[src/hw/rtl/lzbd_pkg.sv]
// Shared types and constants for the LZ77 byte decompressor.
// Used by the front end, command queue, back end and top level.
package lzbd_pkg;

    localparam int HISTORY_DEPTH    = 256;
    localparam int BYTES_PER_RESULT = 4;
    localparam int QUEUE_DEPTH      = 4;
    localparam int QUEUE_AW         = $clog2(QUEUE_DEPTH);
    localparam int LANE_W           = $clog2(BYTES_PER_RESULT);
    localparam int COUNT_W          = 3;
    localparam int SEEN_W           = 9;
    localparam logic [SEEN_W-1:0] SEEN_MAX = 9'd256;
    localparam logic [2:0] HDR_BYTES = 3'd4;
    localparam logic [7:0] TAG_MATCH = 8'h00;

    localparam logic [1:0] STAT_OK         = 2'd0;
    localparam logic [1:0] STAT_HDR_SHORT  = 2'd1;
    localparam logic [1:0] STAT_SIZE_SHORT = 2'd2;
    localparam logic [1:0] STAT_BAD_DIST   = 2'd3;

    typedef enum logic [1:0] {
        KIND_NONE,
        KIND_LIT,
        KIND_COPY
    } t_kind;

    typedef struct packed {
        t_kind      kind;
        logic [7:0] data;
        logic [7:0] len;
        logic       last;
        logic [1:0] status;
    } t_cmd;

    typedef struct packed {
        logic [31:0]        bytes;
        logic [COUNT_W-1:0] count;
        logic               run_last;
        logic               done;
        logic [1:0]         status;
    } t_result;

endpackage

[src/hw/rtl/lzbd_front.sv]
// Front end: parses header and tokens, tracks size and distance limits,
// and issues one command per byte that produces output or ends the stream.
// Depends on lzbd_pkg.
module lzbd_front (
    input  logic          i_clk,
    input  logic          i_rst_n,
    input  logic          i_accept,
    input  logic [7:0]    i_byte,
    input  logic          i_last,
    output logic          o_push,
    output lzbd_pkg::t_cmd o_cmd
);

    typedef enum logic [1:0] {
        PH_TAG,
        PH_LIT,
        PH_DIST,
        PH_LEN
    } t_phase;

    t_phase                      r_phase, n_phase;
    logic [2:0]                  r_hdr_cnt, n_hdr_cnt;
    logic [31:0]                 r_left, n_left;
    logic [lzbd_pkg::SEEN_W-1:0] r_seen, n_seen;
    logic [7:0]                  r_lit_left, n_lit_left;
    logic [7:0]                  r_dist, n_dist;
    logic                        r_err, n_err;

    logic [7:0]                  add_cnt;
    logic [lzbd_pkg::SEEN_W:0]   seen_sum;
    logic                        emit;

    always_comb begin
        n_phase    = r_phase;
        n_hdr_cnt  = r_hdr_cnt;
        n_left     = r_left;
        n_seen     = r_seen;
        n_lit_left = r_lit_left;
        n_dist     = r_dist;
        n_err      = r_err;
        add_cnt    = '0;
        emit       = 1'b0;
        o_push     = 1'b0;
        o_cmd      = '{kind: lzbd_pkg::KIND_NONE, data: i_byte, len: 8'd0,
                       last: i_last, status: lzbd_pkg::STAT_OK};
        if (i_accept) begin
            if (r_hdr_cnt < lzbd_pkg::HDR_BYTES) begin
                case (r_hdr_cnt[1:0])
                    2'd0: n_left[7:0]   = i_byte;
                    2'd1: n_left[15:8]  = i_byte;
                    2'd2: n_left[23:16] = i_byte;
                    default: n_left[31:24] = i_byte;
                endcase
                n_hdr_cnt = r_hdr_cnt + 3'd1;
            end else if (r_left != 32'd0) begin
                case (r_phase)
                    PH_TAG: begin
                        if (i_byte == lzbd_pkg::TAG_MATCH) begin
                            n_phase = PH_DIST;
                        end else begin
                            n_lit_left = i_byte;
                            n_phase    = PH_LIT;
                        end
                    end
                    PH_LIT: begin
                        emit       = 1'b1;
                        o_cmd.kind = lzbd_pkg::KIND_LIT;
                        add_cnt    = 8'd1;
                        n_lit_left = r_lit_left - 8'd1;
                        if (r_lit_left == 8'd1) begin
                            n_phase = PH_TAG;
                        end
                    end
                    PH_DIST: begin
                        n_dist  = i_byte;
                        n_phase = PH_LEN;
                    end
                    PH_LEN: begin
                        n_phase = PH_TAG;
                        if (i_byte != 8'd0) begin
                            if (r_dist == 8'd0 || {1'b0, r_dist} > r_seen) begin
                                n_err = 1'b1;
                            end else begin
                                emit       = 1'b1;
                                o_cmd.kind = lzbd_pkg::KIND_COPY;
                                o_cmd.data = r_dist;
                                add_cnt    = (r_left < {24'd0, i_byte}) ? r_left[7:0] : i_byte;
                                o_cmd.len  = add_cnt;
                            end
                        end
                    end
                    default: n_phase = PH_TAG;
                endcase
                n_left = r_left - {24'd0, add_cnt};
            end
            seen_sum = {1'b0, r_seen} + {{(lzbd_pkg::SEEN_W - 7){1'b0}}, add_cnt};
            if (emit) begin
                n_seen = (seen_sum > {1'b0, lzbd_pkg::SEEN_MAX}) ? lzbd_pkg::SEEN_MAX
                                                             : seen_sum[lzbd_pkg::SEEN_W-1:0];
            end
            if (i_last) begin
                o_push = 1'b1;
                if (n_hdr_cnt < lzbd_pkg::HDR_BYTES) begin
                    o_cmd.status = lzbd_pkg::STAT_HDR_SHORT;
                end else if (n_err) begin
                    o_cmd.status = lzbd_pkg::STAT_BAD_DIST;
                end else if (n_left != 32'd0) begin
                    o_cmd.status = lzbd_pkg::STAT_SIZE_SHORT;
                end
                n_phase    = PH_TAG;
                n_hdr_cnt  = '0;
                n_left     = '0;
                n_seen     = '0;
                n_lit_left = '0;
                n_dist     = '0;
                n_err      = 1'b0;
            end else begin
                o_push = emit;
            end
        end else begin
            seen_sum = '0;
        end
    end

    always_ff @(posedge i_clk) begin
        if (!i_rst_n) begin
            r_phase    <= PH_TAG;
            r_hdr_cnt  <= '0;
            r_left     <= '0;
            r_seen     <= '0;
            r_lit_left <= '0;
            r_dist     <= '0;
            r_err      <= 1'b0;
        end else begin
            r_phase    <= n_phase;
            r_hdr_cnt  <= n_hdr_cnt;
            r_left     <= n_left;
            r_seen     <= n_seen;
            r_lit_left <= n_lit_left;
            r_dist     <= n_dist;
            r_err      <= n_err;
        end
    end

endmodule

[src/hw/rtl/lzbd_cmd_queue.sv]
// Short command queue between front and back end.
// Depends on lzbd_pkg.
module lzbd_cmd_queue (
    input  logic           i_clk,
    input  logic           i_rst_n,
    input  logic           i_push,
    input  lzbd_pkg::t_cmd i_cmd,
    output logic           o_full,
    input  logic           i_pop,
    output logic           o_valid,
    output lzbd_pkg::t_cmd o_cmd
);

    lzbd_pkg::t_cmd                  r_slot [lzbd_pkg::QUEUE_DEPTH];
    logic [lzbd_pkg::QUEUE_AW-1:0]   r_wr_ptr, r_rd_ptr;
    logic [lzbd_pkg::QUEUE_AW:0]     r_count;

    assign o_full  = (r_count == (lzbd_pkg::QUEUE_AW + 1)'(lzbd_pkg::QUEUE_DEPTH));
    assign o_valid = (r_count != '0);
    assign o_cmd   = r_slot[r_rd_ptr];

    always_ff @(posedge i_clk) begin
        if (i_push) begin
            r_slot[r_wr_ptr] <= i_cmd;
        end
    end

    always_ff @(posedge i_clk) begin
        if (!i_rst_n) begin
            r_wr_ptr <= '0;
            r_rd_ptr <= '0;
            r_count  <= '0;
        end else begin
            if (i_push) begin
                r_wr_ptr <= r_wr_ptr + 1'b1;
            end
            if (i_pop) begin
                r_rd_ptr <= r_rd_ptr + 1'b1;
            end
            case ({i_push, i_pop})
                2'b10:   r_count <= r_count + 1'b1;
                2'b01:   r_count <= r_count - 1'b1;
                default: r_count <= r_count;
            endcase
        end
    end

endmodule

[src/hw/rtl/lzbd_back.sv]
// Back end: runs literal and copy commands against the history memory
// and packs decoded bytes into results held in an output register.
// Depends on lzbd_pkg.
module lzbd_back #(
    parameter int HISTORY_DEPTH = lzbd_pkg::HISTORY_DEPTH
) (
    input  logic              i_clk,
    input  logic              i_rst_n,
    input  logic              i_cmd_valid,
    input  lzbd_pkg::t_cmd    i_cmd,
    output logic              o_pop,
    output logic              o_res_valid,
    output lzbd_pkg::t_result o_res,
    input  logic              i_res_ready
);

    localparam int AW = $clog2(HISTORY_DEPTH);
    localparam int BPR = lzbd_pkg::BYTES_PER_RESULT;
    localparam int LW = lzbd_pkg::LANE_W;

    typedef enum logic {
        S_IDLE,
        S_COPY
    } t_state;

    logic [7:0]  r_mem [HISTORY_DEPTH];
    logic [7:0]  r_mem_q;

    t_state            r_state, n_state;
    logic [AW-1:0]     r_wptr, n_wptr;
    logic [AW-1:0]     r_src, n_src;
    logic [7:0]        r_issue, n_issue;
    logic [7:0]        r_rem, n_rem;
    logic              r_rd_v, n_rd_v;
    logic              r_fwd, n_fwd;
    logic [7:0]        r_fwd_data, n_fwd_data;
    logic [31:0]       r_acc, n_acc;
    logic [LW-1:0]     r_acc_cnt, n_acc_cnt;
    logic              r_clast, n_clast;
    logic [1:0]        r_cstat, n_cstat;
    logic              r_out_v, n_out_v;
    lzbd_pkg::t_result r_out, n_out;

    logic        out_free;
    logic        mem_we;
    logic [7:0]  mem_wdata;
    logic        rd_en;
    logic [7:0]  cp_byte;
    logic        last_byte;
    logic        flush;
    logic        adv;
    logic [31:0] word;

    assign out_free    = !r_out_v || i_res_ready;
    assign o_res_valid = r_out_v;
    assign o_res       = r_out;
    assign cp_byte     = r_fwd ? r_fwd_data : r_mem_q;
    assign last_byte   = (r_rem == 8'd1);
    assign flush       = r_rd_v && ((r_acc_cnt == LW'(BPR - 1)) || last_byte);
    assign adv         = !flush || out_free;

    always_comb begin
        word = r_acc;
        for (int l = 0; l < BPR; l++) begin
            if (r_acc_cnt == LW'(l)) begin
                word[8*l +: 8] = cp_byte;
            end
        end
    end

    always_comb begin
        n_state    = r_state;
        n_wptr     = r_wptr;
        n_src      = r_src;
        n_issue    = r_issue;
        n_rem      = r_rem;
        n_rd_v     = r_rd_v;
        n_fwd      = r_fwd;
        n_fwd_data = r_fwd_data;
        n_acc      = r_acc;
        n_acc_cnt  = r_acc_cnt;
        n_clast    = r_clast;
        n_cstat    = r_cstat;
        n_out      = r_out;
        n_out_v    = r_out_v && !i_res_ready;
        o_pop      = 1'b0;
        mem_we     = 1'b0;
        mem_wdata  = cp_byte;
        rd_en      = 1'b0;
        case (r_state)
            S_IDLE: begin
                if (i_cmd_valid && (i_cmd.kind == lzbd_pkg::KIND_COPY || out_free)) begin
                    o_pop = 1'b1;
                    case (i_cmd.kind)
                        lzbd_pkg::KIND_COPY: begin
                            n_state   = S_COPY;
                            n_issue   = i_cmd.len;
                            n_rem     = i_cmd.len;
                            n_src     = r_wptr - AW'(i_cmd.data);
                            n_rd_v    = 1'b0;
                            n_fwd     = 1'b0;
                            n_acc     = '0;
                            n_acc_cnt = '0;
                            n_clast   = i_cmd.last;
                            n_cstat   = i_cmd.status;
                        end
                        lzbd_pkg::KIND_LIT: begin
                            mem_we    = 1'b1;
                            mem_wdata = i_cmd.data;
                            n_wptr    = i_cmd.last ? '0 : r_wptr + 1'b1;
                            n_out_v   = 1'b1;
                            n_out     = '{bytes: {24'd0, i_cmd.data},
                                          count: lzbd_pkg::COUNT_W'(1), run_last: 1'b1,
                                          done: i_cmd.last, status: i_cmd.status};
                        end
                        default: begin
                            if (i_cmd.last) begin
                                n_wptr = '0;
                            end
                            n_out_v = 1'b1;
                            n_out   = '{bytes: 32'd0, count: '0, run_last: 1'b1,
                                        done: i_cmd.last, status: i_cmd.status};
                        end
                    endcase
                end
            end
            S_COPY: begin
                if (adv) begin
                    if (r_rd_v) begin
                        mem_we = 1'b1;
                        n_wptr = (last_byte && r_clast) ? '0 : r_wptr + 1'b1;
                        n_rem  = r_rem - 8'd1;
                        if (flush) begin
                            n_out_v   = 1'b1;
                            n_out     = '{bytes: word,
                                          count: lzbd_pkg::COUNT_W'(r_acc_cnt) + 1'b1,
                                          run_last: last_byte,
                                          done: last_byte && r_clast,
                                          status: last_byte ? r_cstat : lzbd_pkg::STAT_OK};
                            n_acc     = '0;
                            n_acc_cnt = '0;
                        end else begin
                            n_acc     = word;
                            n_acc_cnt = r_acc_cnt + 1'b1;
                        end
                        if (last_byte) begin
                            n_state = S_IDLE;
                        end
                    end
                    if (r_issue != 8'd0) begin
                        rd_en      = 1'b1;
                        n_src      = r_src + 1'b1;
                        n_issue    = r_issue - 8'd1;
                        n_rd_v     = 1'b1;
                        n_fwd      = r_rd_v && (r_wptr == r_src);
                        n_fwd_data = cp_byte;
                    end else begin
                        n_rd_v = 1'b0;
                    end
                end
            end
            default: n_state = S_IDLE;
        endcase
    end

    always_ff @(posedge i_clk) begin
        if (mem_we) begin
            r_mem[r_wptr] <= mem_wdata;
        end
        if (rd_en) begin
            r_mem_q <= r_mem[r_src];
        end
    end

    always_ff @(posedge i_clk) begin
        if (!i_rst_n) begin
            r_state    <= S_IDLE;
            r_wptr     <= '0;
            r_src      <= '0;
            r_issue    <= '0;
            r_rem      <= '0;
            r_rd_v     <= 1'b0;
            r_fwd      <= 1'b0;
            r_acc      <= '0;
            r_acc_cnt  <= '0;
            r_clast    <= 1'b0;
            r_cstat    <= lzbd_pkg::STAT_OK;
            r_out_v    <= 1'b0;
        end else begin
            r_state    <= n_state;
            r_wptr     <= n_wptr;
            r_src      <= n_src;
            r_issue    <= n_issue;
            r_rem      <= n_rem;
            r_rd_v     <= n_rd_v;
            r_fwd      <= n_fwd;
            r_acc      <= n_acc;
            r_acc_cnt  <= n_acc_cnt;
            r_clast    <= n_clast;
            r_cstat    <= n_cstat;
            r_out_v    <= n_out_v;
        end
        r_fwd_data <= n_fwd_data;
        r_out      <= n_out;
    end

endmodule

[src/hw/rtl/lz77_byte_decompressor.sv]
// LZ77 byte decompressor top level: front end, command queue, back end.
// Path: a literal or final byte passes the command queue and output register; a match
// passes the queue, the history read register and the byte packing into the output register.
// Throughput: header and literal bytes 1 per cycle; a match holds the back end until all
// its bytes are written; input flows on while the 4-entry command queue has room.
// Reset: synchronous, active low; clears control state, history left as is.
module lz77_byte_decompressor #(
    parameter int HISTORY_DEPTH = lzbd_pkg::HISTORY_DEPTH
) (
    input  logic        i_clk,
    input  logic        i_rst_n,
    input  logic        s_axis_tvalid,
    output logic        s_axis_tready,
    input  logic [7:0]  s_axis_tdata,   // [7:0] in_byte
    input  logic        s_axis_tlast,
    output logic        m_axis_tvalid,
    input  logic        m_axis_tready,
    output logic [39:0] m_axis_tdata,   // [31:0] out_bytes, [34:32] out_count, rest 0
    output logic        m_axis_tlast,
    output logic [2:0]  m_axis_tuser    // [0] stream_done, [2:1] stream_status
);

    logic              in_accept;
    logic              push;
    logic              full;
    logic              pop;
    logic              q_valid;
    lzbd_pkg::t_cmd    push_cmd;
    lzbd_pkg::t_cmd    q_cmd;
    lzbd_pkg::t_result res;

    assign s_axis_tready = !full;
    assign in_accept     = s_axis_tvalid && !full;

    lzbd_front u_front (
        .i_clk    (i_clk),
        .i_rst_n  (i_rst_n),
        .i_accept (in_accept),
        .i_byte   (s_axis_tdata),
        .i_last   (s_axis_tlast),
        .o_push   (push),
        .o_cmd    (push_cmd)
    );

    lzbd_cmd_queue u_queue (
        .i_clk   (i_clk),
        .i_rst_n (i_rst_n),
        .i_push  (push),
        .i_cmd   (push_cmd),
        .o_full  (full),
        .i_pop   (pop),
        .o_valid (q_valid),
        .o_cmd   (q_cmd)
    );

    lzbd_back #(
        .HISTORY_DEPTH (HISTORY_DEPTH)
    ) u_back (
        .i_clk       (i_clk),
        .i_rst_n     (i_rst_n),
        .i_cmd_valid (q_valid),
        .i_cmd       (q_cmd),
        .o_pop       (pop),
        .o_res_valid (m_axis_tvalid),
        .o_res       (res),
        .i_res_ready (m_axis_tready)
    );

    assign m_axis_tdata = {5'd0, res.count, res.bytes};
    assign m_axis_tlast = res.run_last;
    assign m_axis_tuser = {res.status, res.done};

    a_count_range: assert property (@(posedge i_clk) disable iff (!i_rst_n)
        m_axis_tvalid |-> m_axis_tdata[34:32] <= 3'd4)
        else $error("result byte count above four");

    a_done_ends_run: assert property (@(posedge i_clk) disable iff (!i_rst_n)
        m_axis_tvalid && m_axis_tuser[0] |-> m_axis_tlast)
        else $error("stream end not on last result of its byte");

    a_status_on_done: assert property (@(posedge i_clk) disable iff (!i_rst_n)
        m_axis_tvalid && !m_axis_tuser[0] |-> m_axis_tuser[2:1] == lzbd_pkg::STAT_OK)
        else $error("status set on a result that does not end the stream");

    a_full_mid_run: assert property (@(posedge i_clk) disable iff (!i_rst_n)
        m_axis_tvalid && !m_axis_tlast |-> m_axis_tdata[34:32] == 3'd4)
        else $error("partial result inside a run");

endmodule
[config.mk]
export PLATFORM = sky130hd
export DESIGN_NAME = lz77_byte_decompressor
export DESIGN_NICKNAME = d
export VERILOG_FILES = /design/src/hw/rtl/lzbd_pkg.sv /design/src/hw/rtl/lzbd_front.sv /design/src/hw/rtl/lzbd_cmd_queue.sv /design/src/hw/rtl/lzbd_back.sv /design/src/hw/rtl/lz77_byte_decompressor.sv
export SDC_FILE = /design/constraint.sdc
export NUM_CORES = 2
export LEC_CHECK = 0
export BUFFER_PORTS_ARGS = -buffer_cell sky130_fd_sc_hd__buf_2
export CAP_MARGIN = 10
export CORE_UTILIZATION = 35
export DETAILED_ROUTE_END_ITERATION = 8
export PLACE_DENSITY = 0.54
export SYNTH_ARGS = -nofsm -noshare
export SYNTH_HDL_FRONTEND = slang
export SYNTH_SLANG_ARGS = --single-unit
[constraint.sdc]
create_clock -name i_clk -period 14.3 [get_ports i_clk]
set_clock_uncertainty 0.15 [all_clocks]
set_input_delay 2.145 -clock i_clk [delete_from_list [all_inputs] [get_ports i_clk]]
set_output_delay 2.145 -clock i_clk [all_outputs]
set_load 0.03 [all_outputs]
== After elaboration in Yosys (flattened, before gate mapping) ==
Memories as Yosys holds them, arrays and structs flattened. A register that Yosys moved wholly into a read port is not among the register bits.
Cells that the tools add are included.
Cells by class
  $add $sub $neg: 15
  multipliers: 0
  divide/modulo/power cells: 0
  $lt $le $gt $ge: 5
  eq/ne operators: 27
  shifts and indexed selects: 0
  muxes and demuxes: 150
  bitwise gates (word level): 1
  reduce and logical (&&, ||, !) cells: 42
Operator list (number)
  2-to-1 mux 8 bit: 45
  2-to-1 mux 32 bit: 9
  2-to-1 mux 39 bit: 4
  case mux 39 bit (2 select lines): 2
  case mux 8 bit (2 select lines): 7
  2-to-1 mux 18 bit: 5
  case mux 32 bit (2 select lines): 1
  nonzero test 32 bit: 2
  2-to-1 mux 1 bit: 42
  2-to-1 mux 2 bit: 18
  < comparator 32 x 8 -> 1 bit: 1
  subtractor 32 x 8 -> 32 bit: 1
  2-to-1 mux 9 bit: 3
  subtractor 8 x 1 -> 8 bit (second input constant): 3
  adder 8 x 1 -> 8 bit (second input constant): 2
  == test 8 x 1 -> 1 bit (second input constant): 2
  logical NOT 8 bit: 2
  2-to-1 mux 16 bit: 1
  AND reduction 4 bit: 4
  nonzero test 8 bit: 2
  AND reduction 5 bit: 3
  == test 2 bit (second input constant): 7
  != test 2 bit (second input constant): 6
  case mux 1 bit (2 select lines): 6
  29 further kinds: 62
Storage, ports and cells
  flip-flop bits (word level): 190
  latch bits: 0
  memory bits (writable): 2132
  bits in read-only memories: 0
  input port bits: 13
  output and inout bits: 46
  logic and storage cells: 270
  memories kept: 2
Memory list
  u_back.r_mem: words 256, width 8, rd ports 1, clocked after memory_dff 1, write ports 1, RTL line lzbd_back.sv:26  | logic [7:0] r_mem [HISTORY_DEPTH];
  u_queue.r_slot: words 4, width 21, rd ports 1, clocked after memory_dff 1, write ports 1, RTL line lzbd_cmd_queue.sv:14  | lzbd_pkg::t_cmd r_slot [lzbd_pkg::QUEUE_DEPTH];

== Longest topological paths before layout ==
  depth in word-level cells: 18
  depth in mapped cells: 23
  mapped depth without buffers: 22

== Cells and area by module ==
A second synthesis with hierarchy kept.
Unflattened totals
  cells, all modules: 5404
  area total of the unflattened synthesis: 95312.7 um^2
Modules (own cells, without submodules)
  lzbd_back: times used 1, cells each 4480, area each 86093.8 um^2, sequential area each 64612.0 um^2
  lzbd_front: times used 1, cells each 761, area each 5684.2 um^2, sequential area each 1261.2 um^2
  lzbd_cmd_queue: times used 1, cells each 155, area each 3483.3 um^2, sequential area each 2702.6 um^2
  lz77_byte_decompressor: times used 1, cells each 8, area each 51.3 um^2, sequential area each 0.0 um^2

== Least setup slack after synthesis ==
OpenSTA, ideal clock, no wires.
  path type: input to register
  from: input m_axis_tready
  to: memory u_back.r_mem[0][5], data pin
  library setup time: 1.579 ns
  data arrival time: 9.848 ns
  data required time: 12.571 ns
  path slack: 2.722 ns
  stages on the path: 6
  buffers on the path: 1
  cells stage by stage: nor2b_1 -> a21oi_1 -> nand2_1 -> clkbuf_1 -> nor2_1 -> a21oi_1
On the way
  word-level cells in the longest chain between the ends: 5
RTL lines
  start: declaration: RTL line lz77_byte_decompressor.sv:17  | input logic m_axis_tready,
  logical OR 1 bit: RTL line lzbd_back.sv:54  | assign out_free = !r_out_v || i_res_ready;
  logical OR 1 bit: RTL line lzbd_back.sv:92  | if (i_cmd_valid && (i_cmd.kind == lzbd_pkg::KIND_COPY || out_free)) begin
  logical AND 1 bit: RTL line lzbd_back.sv:92
  2-to-1 mux 8 bit: RTL line lzbd_back.sv:92
  2-to-1 mux 8 bit: RTL line lzbd_back.sv:90  | case (r_state)
  net u_back.mem_wdata[5]: RTL line lzbd_back.sv:46  | logic [7:0] mem_wdata;
  end: declaration: RTL line lzbd_back.sv:26
The timed path passes the listed nets, and every way through them passes these cells.

==> results by group <==
Status
  – Run status: finished, final reports clean

Min path
  – Hold-critical path endpoint: u_back.r_acc[18]$_SDFFE_PN0P_
  – Cell depth of the worst hold path: 2
  – Path type of the worst min-delay path: reg2reg
  – Startpoint of the most critical hold path: u_back.r_acc[18]$_SDFFE_PN0P_

Die
  – Y dimension of the die: 520 µm
  – Initial Util: a little over a third
  – I/O pin cnt: just under 60
  – Total die area: between 200000 and 300000 µm²
  – X dimension of the die: about 520 µm
  – Number of standard-cell rows in the floorplan: between 150 and 200
  – Core Footprint: between 200000 and 300000 µm²

Global routing
  – Antenna violations before repair: 10
  – Global-route wire length before repair: between 300000 and 400000 µm
  – Overall global routing resource usage: roughly 17%
  – Number of global-route vias before repair: roughly 47000
  – Overall overflow remaining after global route: 0
  – Largest net degree at the start of global routing: about 190

Clock network
  – Setup Buffers After CTS: 0
  – Clock Tree Buf Depth: 3
  – CTS resizes: 0
  – H-tree level count: 4
  – TritonCTS buffer count: 235
  – CTS tree: built
  – Sink Count: about 2300
  – Worst-Skew Late Latency: ~0.9 ns
  – Clock Root Buffer: clkbuf_16
  – Clock-pin slew on the worst setup and hold paths: ~0.060 ns
  – Count of hold buffers inserted by post-cts repair: 0

Place
  – PortBufs: between 50 and 60
  – Final HPWL from detailed placement: between 100000 and 150000 µm
  – Global placer's final weighted congestion: slightly below 0.8

Setup path
  – Peak fanout along the critical path: 11
  – Worst Setup Path Type: in2reg
  – Number of buffer and inverter instances along the worst setup path: 3
  – Kind of launch point of the worst setup path: input port
  – Count of cells along the worst register-to-register path: 18
  – Library cell contributing the largest single delay on the critical path: o311ai_1
  – Capturing point of the worst reg2reg path: u_queue.r_slot[2][1]$_DFFE_PP_
  – Kind of capture point of the worst setup path: flop
  – Family with the most delay on the worst path: compound AO/OA/AOI/OAI gates
  – CP cell instances: buf_2 > inv_1 > ha_1 > a21o_1 > a21o_1 > a21oi_1 > o21ai_0 > a311oi_2 > mux2i_1 > o21ai_0 > ha_1 > inv_1 > fa_1 > a211oi_1 > nor2_1 > o311ai_1 > nand2_1 > or3_1 > xor2_1 > a22oi_1 > nor4_1 > a311oi_1
  – Required time reported for the critical path endpoint: 14.73 ns
  – Startpoint of the most critical register-to-register path: u_front.r_left[8]$_SDFFE_PN0P_
  – Largest incremental delay on the critical path: around 0.87 ns
  – Flop2flop setup slack: 6.62 ns
  – CP Data Arrival Time: roughly 8.6 ns

Logic synthesis
  – Most common cell in the netlist: edfxtp_1
  – Portion of the post-synthesis area used by sequential elements: 73.0%
  – Mapped Area: around 94000 µm²
  – Total number of yosys warnings: 0
  – Top-area cell type share of the netlist area: 69.9%
  – Dominant cells by area after synthesis: edfxtp_1 (70%), mux4_2 (17%), dfxtp_1 (3.1%)
  – Share of synthesized registers carrying an async set or reset: 0%
  – Number of distinct library cell variants in the gate-level netlist after synthesis: 76
  – Top flip-flop cell by instance count after synthesis: edfxtp_1
  – Mean post-synth cell area: 19.5 µm²
  – Dominant cell type by area after synthesis: edfxtp_1
  – Synth top cells by count: edfxtp_1 (2187), mux4_2 (700), nor2_1 (464)
  – Count of flip-flops with a built-in enable after synthesis: 2187
  – Syn Inst Count: between 4000 and 5000
  – FF+latch count, synth: 2332

STA
  – Transition time at the pin with the least slew margin: 1.19 ns
  – Total negative slack: 0 ns
  – Count of final hold-check violations: 0
  – Worst relative slew slack: about a fifth
  – Unrepaired setup endpoints after global routing: no
  – Peak Freq: around 0.12 GHz
  – Max-slew violations: 0
  – Tmin final: ~8.2 ns
  – Share of the clock period used by the worst path after layout: 57.4%
  – Endpoints failing setup: 0

Detailed routing
  – Total wirelength of the detailed-routed design: about 240000 µm
  – Violation count after the first detailed-route iteration: just under 5000
  – Via/cell ratio: 5.45
  – Remaining DRCs: 0
  – Drt wl/cell: about 27 µm
  – Number of vias after detailed routing: ~47000
  – Number of nets with antenna violations after detailed routing: 0
  – Number of optimization iterations in the first detailed-route pass: 7

Cells and area
  – Net total in the final layout: between 4000 and 5000
  – Filler Cells Inserted: about 24000
  – Area Overhead vs Synth: 13.1%
  – Fraction of final layout cells with drive strength greater than 1: roughly 24%
  – Final core utilization: 40.0%

Power and ir drop
  – Maximum resistive drop on vdd: roughly 140 µV
  – Post-route total power: 20.3 mW
  – Power Density: 191 nW/µm²
  – Reported leakage power: about 32 nW

Flow run
  – Count of maximum capacitance violations: 0
[worst min-delay path, stage by stage, from the launching register on]
cell and delay, ns:
dfxtp_1 0.31, nand2_1 0.05, a21oi_1 0.05
[power breakdown]
| part | internal [mW] | switching [mW] | leakage (nW) |
|---|---|---|---|
| clock network | 3.50 | 2.67 | 3.74 |
| logic | 2.13 | 3.48 | 7.49 |
| registers | 8.37 | 0.159 | 20.9 |
[cells in the final DEF (no fill, tap or decap), types with 17 or more instances in the layout]
cell type	instances
edfxtp_1	2187
mux4_2	700
nor2_1	463
clkbuf_16	236
dfxtp_1	138
nand2_1	125
a21oi_1	113
buf_4	87
inv_1	71
o21ai_0	68
ha_1	64
nand3_1	55
buf_2	53
clkinv_1	52
clkbuf_1	50
mux2i_1	48
clkinv_2	43
a211oi_1	40
xor2_1	35
nor3_1	34
nor4_1	31
a22oi_1	26
bufinv_16	25
nor2b_1	20
a21o_1	19
nand2_2	17
xnor2_1	17
[final cells by class]
class	count	area, µm²	share of cell area (%)
flip-flops and latches	2332	68600	64.5
multi-input cells	2118	24200	22.7
clock buffers	287	6110	5.75
well taps	3533	4420	4.16
clock inverters	150	1650	1.55
repair buffers	148	1080	1.01
inverters	74	279	0.263
diodes	3	7.51	0.00706
[cell families after synthesis]
logic type,share of synthesized area [%]
AO/OA/AOI/OAI,2.72
XOR/XNOR,0.485
adder cells (fa/ha/maj),0.937
buffers and inverters,1.54
flip-flops,73.0
multiplexers,17.3
other,0.00399
AND/OR/NAND/NOR,4.03
[stage by stage]
step	hold WS (ns)	cells	instance area, µm²	setup slack, ns
finish	0.301	8645	106000	6.10
global route	0.331	8644	106000	5.71
CTS	0.303	8642	106000	6.22
detailed placement	0.295	8205	98500	5.25
global placement	0.288	8205	98500	5.21
floorplan	0.282	4821	94000	2.72
[sequential cells by signal (all words and copies together), names as in the netlist, 2 cells and up, named ones only]
name	cells
u_queue.r_slot	84
u_back.r_mem	2048
u_back.r_cstat	2
u_back.r_mem_q	8
u_front.r_hdr_cnt	3
u_front.r_dist	8
u_back.r_wptr	8
u_front.r_lit_left	8
u_front.r_seen	9
u_queue.r_wr_ptr	2
u_back.o_res	39
u_back.r_acc_cnt	2
u_front.r_left	32
u_back.r_rem	8
u_queue.r_rd_ptr	2
u_front.r_phase	2
u_back.r_issue	8
u_queue.r_count	3
u_back.r_fwd_data	8
u_back.r_src	8
u_back.r_acc	32
[worst max path at each step]
stage	startpoint	to	slack, ns	cells after the start
after detailed placement	s_axis_tdata[1]	u_queue.r_slot[2][1]$_DFFE_PP_	5.25	22
after global routing	s_axis_tdata[1]	u_queue.r_slot[2][1]$_DFFE_PP_	5.71	22
after CTS	s_axis_tdata[1]	u_queue.r_slot[2][1]$_DFFE_PP_	6.22	22
final	s_axis_tdata[1]	u_queue.r_slot[2][1]$_DFFE_PP_	6.10	22
after floorplan	m_axis_tready	u_back.r_mem[0][5]$_DFFE_PP_	2.72	6
after global placement	s_axis_tdata[1]	u_queue.r_slot[0][1]$_DFFE_PP_	5.21	22
[per-layer routing]
metal  vias up  GRT usage, %  part of all wire (%)
li1      19900             -                     -
met1     25500          25.3                    45
met2      1503          27.3                    48
met3       265          2.78                   6.1
met4         2          3.50                   1.6
met5         -             0                0.0055
(Power assumes the default switching activity.)
